File: src/design/ctwb_delay.sv
module ctwb_delay #(
	parameter int WIDTH = 64,
	parameter int DEPTH = 4
) (
	input  logic             clk,
	input  logic             en,
	input  logic [WIDTH-1:0] d,
	output logic [WIDTH-1:0] q
);

	logic [WIDTH-1:0] tap_s [DEPTH];

	// shift line that advances with the pipeline
	always_ff @(posedge clk) begin
		if (en) begin
			tap_s[0] <= d;
			for (int i = 1; i < DEPTH; i++) begin
				tap_s[i] <= tap_s[i-1];
			end
		end
	end

	assign q = tap_s[DEPTH-1];

endmodule

File: config.mk
export PLATFORM = sky130hd
export DESIGN_NAME = ctwb_delay
export DESIGN_NICKNAME = d
export VERILOG_FILES = /design/src/design/ctwb_delay.sv
export SDC_FILE = /design/constraint.sdc
export NUM_CORES = 1
export LEC_CHECK = 0
export BUFFER_PORTS_ARGS = -buffer_cell sky130_fd_sc_hd__buf_4
export CAP_MARGIN = 20
export CORE_AREA = 2 2 122 124
export DETAILED_ROUTE_END_ITERATION = 8
export DIE_AREA = 0 0 124 126
export GPL_ROUTABILITY_DRIVEN = 0
export MAX_ROUTING_LAYER = met4
export PLACE_DENSITY = 0.88
export REMOVE_ABC_BUFFERS = 1
export SKIP_LAST_GASP = 1
export SLEW_MARGIN = 20
export SYNTH_ARGS = -nofsm -noshare
export SYNTH_HDL_FRONTEND = slang
export SYNTH_SLANG_ARGS = --single-unit
File: constraint.sdc
create_clock -name clk -period 1.7 [get_ports clk]
set_input_delay 0.085 -clock clk [delete_from_list [all_inputs] [get_ports clk]]
set_output_delay 0.085 -clock clk [all_outputs]
set_load 0.005 [all_outputs]
# Word-level counts from Yosys, hierarchy flattened
# Memories as Yosys holds them, arrays and structs flattened.
# Cells that the tools add are included.
classes:
  add_sub_neg: 0
  shift: 0
  n_mux: 2
  bitwise: 0
  div: 0
  n_eq_ne: 0
  n_mul: 0
  reduce_logical: 0
  order_cmp: 0
op_table:
  columns: ["op", "n"]
  rows:
  - ["$mux W1", 2]
totals:
  latch_bits: 0
  wordCells: 3
  inputBits: 66
  ram_bits: 256
  mem_bits_ro: 0
  mem_count: 1
  regBits: 0
memory_table:
  columns: ["name", "depth", "width", "read_ports", "rd_ports_with_merged_regs", "write_ports", "line_no", "text"]
  rows:
  - ["tap_s", 4, 64, 4, 0, 4, "11", "logic [WIDTH-1:0] tap_s [DEPTH];"]

# Depth between registers and ports, before layout
# Gate-level depths: netlist of run 1.
logic_depth:
  ltp_word: 2
  depth_mapped: 0
  depth_no_buf: 0

# Worst setup path after synthesis of run 1
# No wires, ideal clock.
synth_timing:
  path_type: "register to register"
  from: "memory tap_s[0][0]"
  to: "memory tap_s[1][0], data pin"
  setup_ns: 0.266
  required_time_ns: 1.434
  arrival_ns: 0.323
  synth_period_minus_slack_ns: 0.589
  stages_incl_launch_ff: 1
  path_slack_ns: 1.111
  path_cell_list: "edfxtp_1"
synth_lines:
  columns: ["element", "line_no"]
  rows:
  - ["from (decl)", "11"]

==> results of run 1 <==
[cell type report]
class	instances	area, um2
clock buffers	30	644
clock inverters	15	149
well taps	184	230
flip-flops and latches	256	7690
repair buffers	202	1740
fillers	807	3870
[report_power, final]
group / switching [mW] / leakage [nW] / internal (mW)
registers: 0.112 / 2.51 / 7.44
clock network: 2.07 / 0.386 / 3.15
logic: 0.211 / 0.951 / 0.312
total: 2.39 / 3.84 / 10.9
[per-layer routing]
metal / routed length [um] / share of wire [%] / vias up / GRT usage, %
met3: 685 / 6.3 / 22 / 3.26
met4: 203 / 1.9 / 0 / 4.03
met5: 0 / 0 / - / -
li1: - / - / 1510 / -
met2: 5670 / 52 / 115 / 24.2
met1: 4380 / 40 / 1521 / 18.1
[cells in the mapped netlist]
master      n
edfxtp_1  256
[critical path: stages]
cell	delay [ns]
dlygate4sd3_1	0.57
buf_8	0.32
buf_12	0.30
[kinds of logic after synthesis]
logic type	after synthesis	synth area share, %
DFF	256	100
[how the worst max path moves through the flow]
stage	startpoint	end	slack [ns]	cells after the start
6_report	en	tap_s[3][47]	0.55	3
5_1_grt	en	tap_s[0][42]	0.50	3
3_3_place_gp	en	tap_s[0][24]	0.68	2
3_5_place_dp	en	tap_s[1][34]	0.64	2
4_1_cts	tap_s[3][31]	q[31]	0.53	1
2_1_floorplan	tap_s[0][0]	tap_s[1][0]	1.11	0
[what timing repair did]
action                                  in CTS  in global routing
hold buffers                                65                  0
hold endpoints to repair                    71                  0
endpoints found under the setup margin       0                  0
==> flow_summary.yaml, run 1 <==
yosys:
  yosysSeqAreaShare_pct: 100
  syn_area_per_cell_um2: 30.0
  synthesis.area_um2: 7690
  yosys.area.top_type: "edfxtp_1"
  synthesis.instances: 256
  synthDominantCellAreaShare_pct: 100
  yosysWarnings: 0
  yosysUniqueCellTypes: 1
  synthTopCellsByArea: "edfxtp_1"
  synth-seq-cells: 256
global_route:
  first_global_vias: 3284
  grt_start_max_net_pins: 48
  grt_antenna_before_repair: 0
  grt_first_pass_wirelength_um: 16700
  global_route.overflow_total: 0
  grt_overall_usage_pct: 14.5
worst_hold_path:
  min_path_type: "in2reg"
  holdCritStartpoint: "d[58]"
  timing.hold.worst_endpoint: "tap_s[0][58]"
  timing.hold.worst_path_depth: 2
power:
  power_per_cell_area_nw_per_um2: 1270
  vdd.ir_drop.worst_v: 0.000924
  total_chip_power_mw: 13.3
  cellLeakagePower_nw: 3.84
worst_setup_path:
  flop_to_flop_setup_slack_ns: 1.04
  worst-endpoint-required_ns: 1.88
  crit_path_start_kind: "input pin"
  r2r_cells: 0
  timing.critical_path.to_type: "flip-flop"
  r2r-end: "tap_s[3][41]"
  worstPathArrival_ns: 1.33
  timing_worst_setup_path_type: "in2reg"
  r2r_start: "tap_s[2][41]"
  timing.critical_path.fanout_max: 47
final_layout:
  registers.top_by_ff_count: "tap_s"
  layout-drive-gt1-share_pct: 34.0
  ant_diodes: 0
  flip_flop_count_of_the_largest_register_after_layout: 256
  final_stage_net_count: 551
  finish.utilization_pct: 73.0
  post_layout_nonfiller_instances: 687
  largest_registers: "tap_s: 256 flops"
  mostFrequentLayoutCells: "edfxtp_1, buf_4, dlygate4sd3_1"
  area_growth_pct: 35.9
  nMultiInputCombCells: 0
  final_design_area_no_fill_um2: 10400
  layout_commonest_cell: "edfxtp_1"
  multi_input_comb_area_um2: 0
floorplan:
  num_rows: 44
  floorplan.die.width_um: 124
  die_outline_height_um: 126
  io_pins: 130
  fp.dieArea_um2: 15600
  floorplan.core_area_um2: 14300
  starting_utilization_of_the_core_area_pct: 53.7
cts:
  insertion_delay_ns: 0.49
  cts-root-to-sink-buffers: 3
  h_tree_levels: 1
  tritoncts: "built"
  clk_root_buffer_cell: "clkbuf_16"
  cts-buffers-inserted: 25
  post_cts_resized: 0
  cts_setup_buffers: 0
  clock_sinks: 256
  clk_pin_slew_ns: 0.06
timing:
  drv_slew: 0
  final-setup-viol-count: 0
  final.setup.worst_slack_ns: 0.549
  finalSetupTns_ns: 0
  tightest_slew_ns: 0.360
  final_hold_viol_count: 0
  clock-skew-final_ns: 0.00413
  final_min_period_over_clock_period_pct: 67.7
  finalCriticalPeriod_ns: 1.15
  grt_setup_unrepaired: "false"
  maximum_clock_frequency_mhz: 869
  timing.hold.ws_ns: 0.306
  worst_slew_margin_rel_pct: 76.0
place:
  detailedPlace.worstSlack_ns: 0.643
  dpl.hpwl_um: 6300
  placed_cell_area_um2: 9000
  numPortBuffers: 129
  numPlacedInstances: 577
routing:
  drt-initial-drc-count: 219
  antenna_violating_nets_post_route: 0
  post-route-drc-count: 0
  routed-via-count: 3168
  via_per_inst: 4.61
  firstDrtPassIters: 4
  routed_wirelength_um: 10900
  wl_per_cell_um: 15.9
outcome:
  run_status: "completed"
run:
  max_cap_violations: 0
No activity file was read; power rests on OpenSTA's default activity.
==> inputs of run 2 (changes only) <==
--- a/config.mk
+++ b/config.mk
@@ -7,12 +7,12 @@
 export LEC_CHECK = 0
 export BUFFER_PORTS_ARGS = -buffer_cell sky130_fd_sc_hd__buf_4
 export CAP_MARGIN = 20
-export CORE_AREA = 2 2 122 124
+export CORE_AREA = 2 2 129 131
 export DETAILED_ROUTE_END_ITERATION = 8
-export DIE_AREA = 0 0 124 126
+export DIE_AREA = 0 0 131 133
 export GPL_ROUTABILITY_DRIVEN = 0
 export MAX_ROUTING_LAYER = met4
-export PLACE_DENSITY = 0.88
+export PLACE_DENSITY = 0.84
 export REMOVE_ABC_BUFFERS = 1
 export SKIP_LAST_GASP = 1
 export SLEW_MARGIN = 20
==> constraint.sdc (replaced) <==
create_clock -name clk -period 1 [get_ports clk]
set_input_delay 0.05 -clock clk [delete_from_list [all_inputs] [get_ports clk]]
set_output_delay 0.05 -clock clk [all_outputs]
set_load 0.005 [all_outputs]
==> run 2 against run 1 <==
  * The run now ends with setup timing left
  * Sequential power up 70%
  * Clock power up 60%
  * Via count up 0.92%
  * Non-clock buffer count up 4
  * Combinational power up 78%
  * Cell count up 5.7%
  * Worst hold slack worse by 0.048 ns
  * Critical path depth down 2
  * Setup slack worse by 0.65 ns
  * Core utilization down 7.8 points
  * Critical endpoint is now q[51]
==> flow_summary.yaml, run 2 (same netlist as run 1, synthesis figures left out) <==
routing:
  post-route-drc-count: 0
  routed_wirelength_um: 11000
  antenna_violating_nets_post_route: 0
  firstDrtPassIters: 6
  via_per_inst: 4.40
  wl_per_cell_um: 15.2
  drt-initial-drc-count: 199
  routed-via-count: 3197
final_layout:
  layout_commonest_cell: "edfxtp_1"
  mostFrequentLayoutCells: "edfxtp_1, buf_4, dlygate4sd3_1"
  area_growth_pct: 37.2
  register_area_um2: 7690
  layout-drive-gt1-share_pct: 33.8
  multi_input_comb_area_um2: 0
  ant_diodes: 0
  final_design_area_no_fill_um2: 10500
  registers.top_by_ff_count: "tap_s"
  nMultiInputCombCells: 0
  largest_registers: "tap_s: 256 flops"
  flip_flop_count_of_the_largest_register_after_layout: 256
  layout.filler_cells: 1064
  final_stage_net_count: 555
global_route:
  grt_start_max_net_pins: 44
  global_route.overflow_total: 0
  grt_overall_usage_pct: 13.1
  grt_antenna_before_repair: 0
  first_global_vias: 3389
  grt_first_pass_wirelength_um: 16800
worst_setup_path:
  r2r_cells: 0
  worstPathBufferInverterCount: 1
  worst-endpoint-required_ns: 0.95
  timing.critical_path.cells: "buf_6"
  critical_path.slowest_cell: "edfxtp_1"
  worstPathArrival_ns: 1.05
  max_stage_delay_ns: 0.41
  r2r_start: "tap_s[2][27]"
  timing_worst_setup_path_type: "reg2out"
  crit_path_start_kind: "flip-flop"
  cp-startpoint: "tap_s[3][51]"
  r2r-end: "tap_s[3][27]"
  cp.depth: 1
  timing.critical_path.to_type: "primary output"
  flop_to_flop_setup_slack_ns: 0.34
  timing.critical_path.fanout_max: 1
  cpLargestDelayFamily: "flip-flops"
  worstSetupEndpoint: "q[51]"
floorplan:
  floorplan.die.width_um: 131
  io_pins: 130
  die_outline_height_um: 133
  num_rows: 47
  starting_utilization_of_the_core_area_pct: 47.5
  floorplan.core_area_um2: 16200
  fp.dieArea_um2: 17400
timing:
  maximum_clock_frequency_mhz: 906
  clock-skew-final_ns: 0.0100
  grt_setup_unrepaired: "true"
  final_hold_viol_count: 0
  drv_slew: 0
  finalCriticalPeriod_ns: 1.10
  tightest_slew_ns: 0.222
  final-setup-viol-count: 64
  worst_slew_margin_rel_pct: 85.2
  final.setup.worst_slack_ns: -0.104
  final_min_period_over_clock_period_pct: 110
place:
  placed_cell_area_um2: 9080
  numPortBuffers: 129
  dpl.hpwl_um: 6560
  detailedPlace.worstSlack_ns: 0.126
outcome:
  failing_checks: "setup timing"
  run_status: "finished with violations"
cts:
  cts-buffers-inserted: 25
  cts-root-to-sink-buffers: 3
  insertion_delay_ns: 0.50
  tritoncts: "built"
  clock_sinks: 256
  clk_root_buffer_cell: "clkbuf_16"
  cts_setup_buffers: 0
  clk_pin_slew_ns: 0.06
  h_tree_levels: 1
power:
  switching_share_of_power_pct: 18.3
  total_chip_power_mw: 22.1
  cellLeakagePower_nw: 3.86
  power_per_cell_area_nw_per_um2: 2100
  power.share.combinational_pct: 4.2
  vdd.ir_drop.worst_v: 0.00133
  internal_power_mw: 18.1
  clkPwrFrac_pct: 37.8
  power.switching_mw: 4.05
  seq_power_share_pct: 58.0
worst_hold_path:
  timing.hold.worst_path_depth: 2
  min_path_type: "in2reg"
run:
  max_cap_violations: 0
-- run 2: cell types whose count changed in the layout (fill, tap and decap cells not counted) --
cell / before / now
bufinv_16: 3 / 1
inv_6: 0 / 1
clkinv_2: 4 / 3
buf_6: 0 / 22
clkinv_1: 6 / 3
buf_4: 132 / 114
clkbuf_1: 5 / 11
clkinv_4: 1 / 0
clkinvlp_4: 1 / 0
-- run 2: what timing repair did --
action                                 4_1_cts  5_1_grt
hold buffers                                65        0
setup endpoints to repair                   64       64
gates resized for setup                      5       17
gates cloned                                 0        0
endpoints found under the hold margin       71        0
-- run 2: routing by layer --
layer / routed length [um] / GRT usage, % / vias to the layer above
met2: 6070 / 23.0 / 106
met4: 212 / 4.37 / 0
met1: 4220 / 15.0 / 1543
met5: 0 / - / -
met3: 537 / 2.63 / 25
li1: - / - / 1523
-- run 2: worst min path at each step --
stage	slack, ns	end	startpoint
3_3_place_gp	0.23	tap_s[0][48]	d[48]
6_report	0.26	tap_s[0][14]	d[14]
5_1_grt	0.25	tap_s[0][14]	d[14]
3_5_place_dp	0.23	tap_s[0][27]	d[27]
4_1_cts	0.24	tap_s[0][57]	d[57]
2_1_floorplan	0.15	tap_s[0][0]	d[0]
-- run 2: layout make-up --
class | count | area share, %
clock buffer | 36 | 6.32
sequential | 256 | 72.9
clock inverter | 8 | 0.617
tap | 220 | 2.61
timing repair buffer | 206 | 17.5
-- run 2: stage by stage --
stage               utilization [%]  TNS [ns]  hold slack (ns)  std cells
detailed placement             56.1         0            0.229        617
finish                         65.2     -3.84            0.258        726
global placement               56.1         0            0.229        617
floorplan                         -         0            0.149        256
CTS                            64.8     -5.48            0.240        726
global route                   65.2     -6.59            0.252        726
-- run 2: power by group through the flow --
stage,Sequential [mW],Combinational (mW),Clock [mW]
floorplan,13.0,0,0
global placement,13.0,0.681,0
detailed placement,13.1,0.711,0
CTS,12.8,0.925,8.59
global route,12.9,1.01,9.04
finish,12.8,0.933,8.36
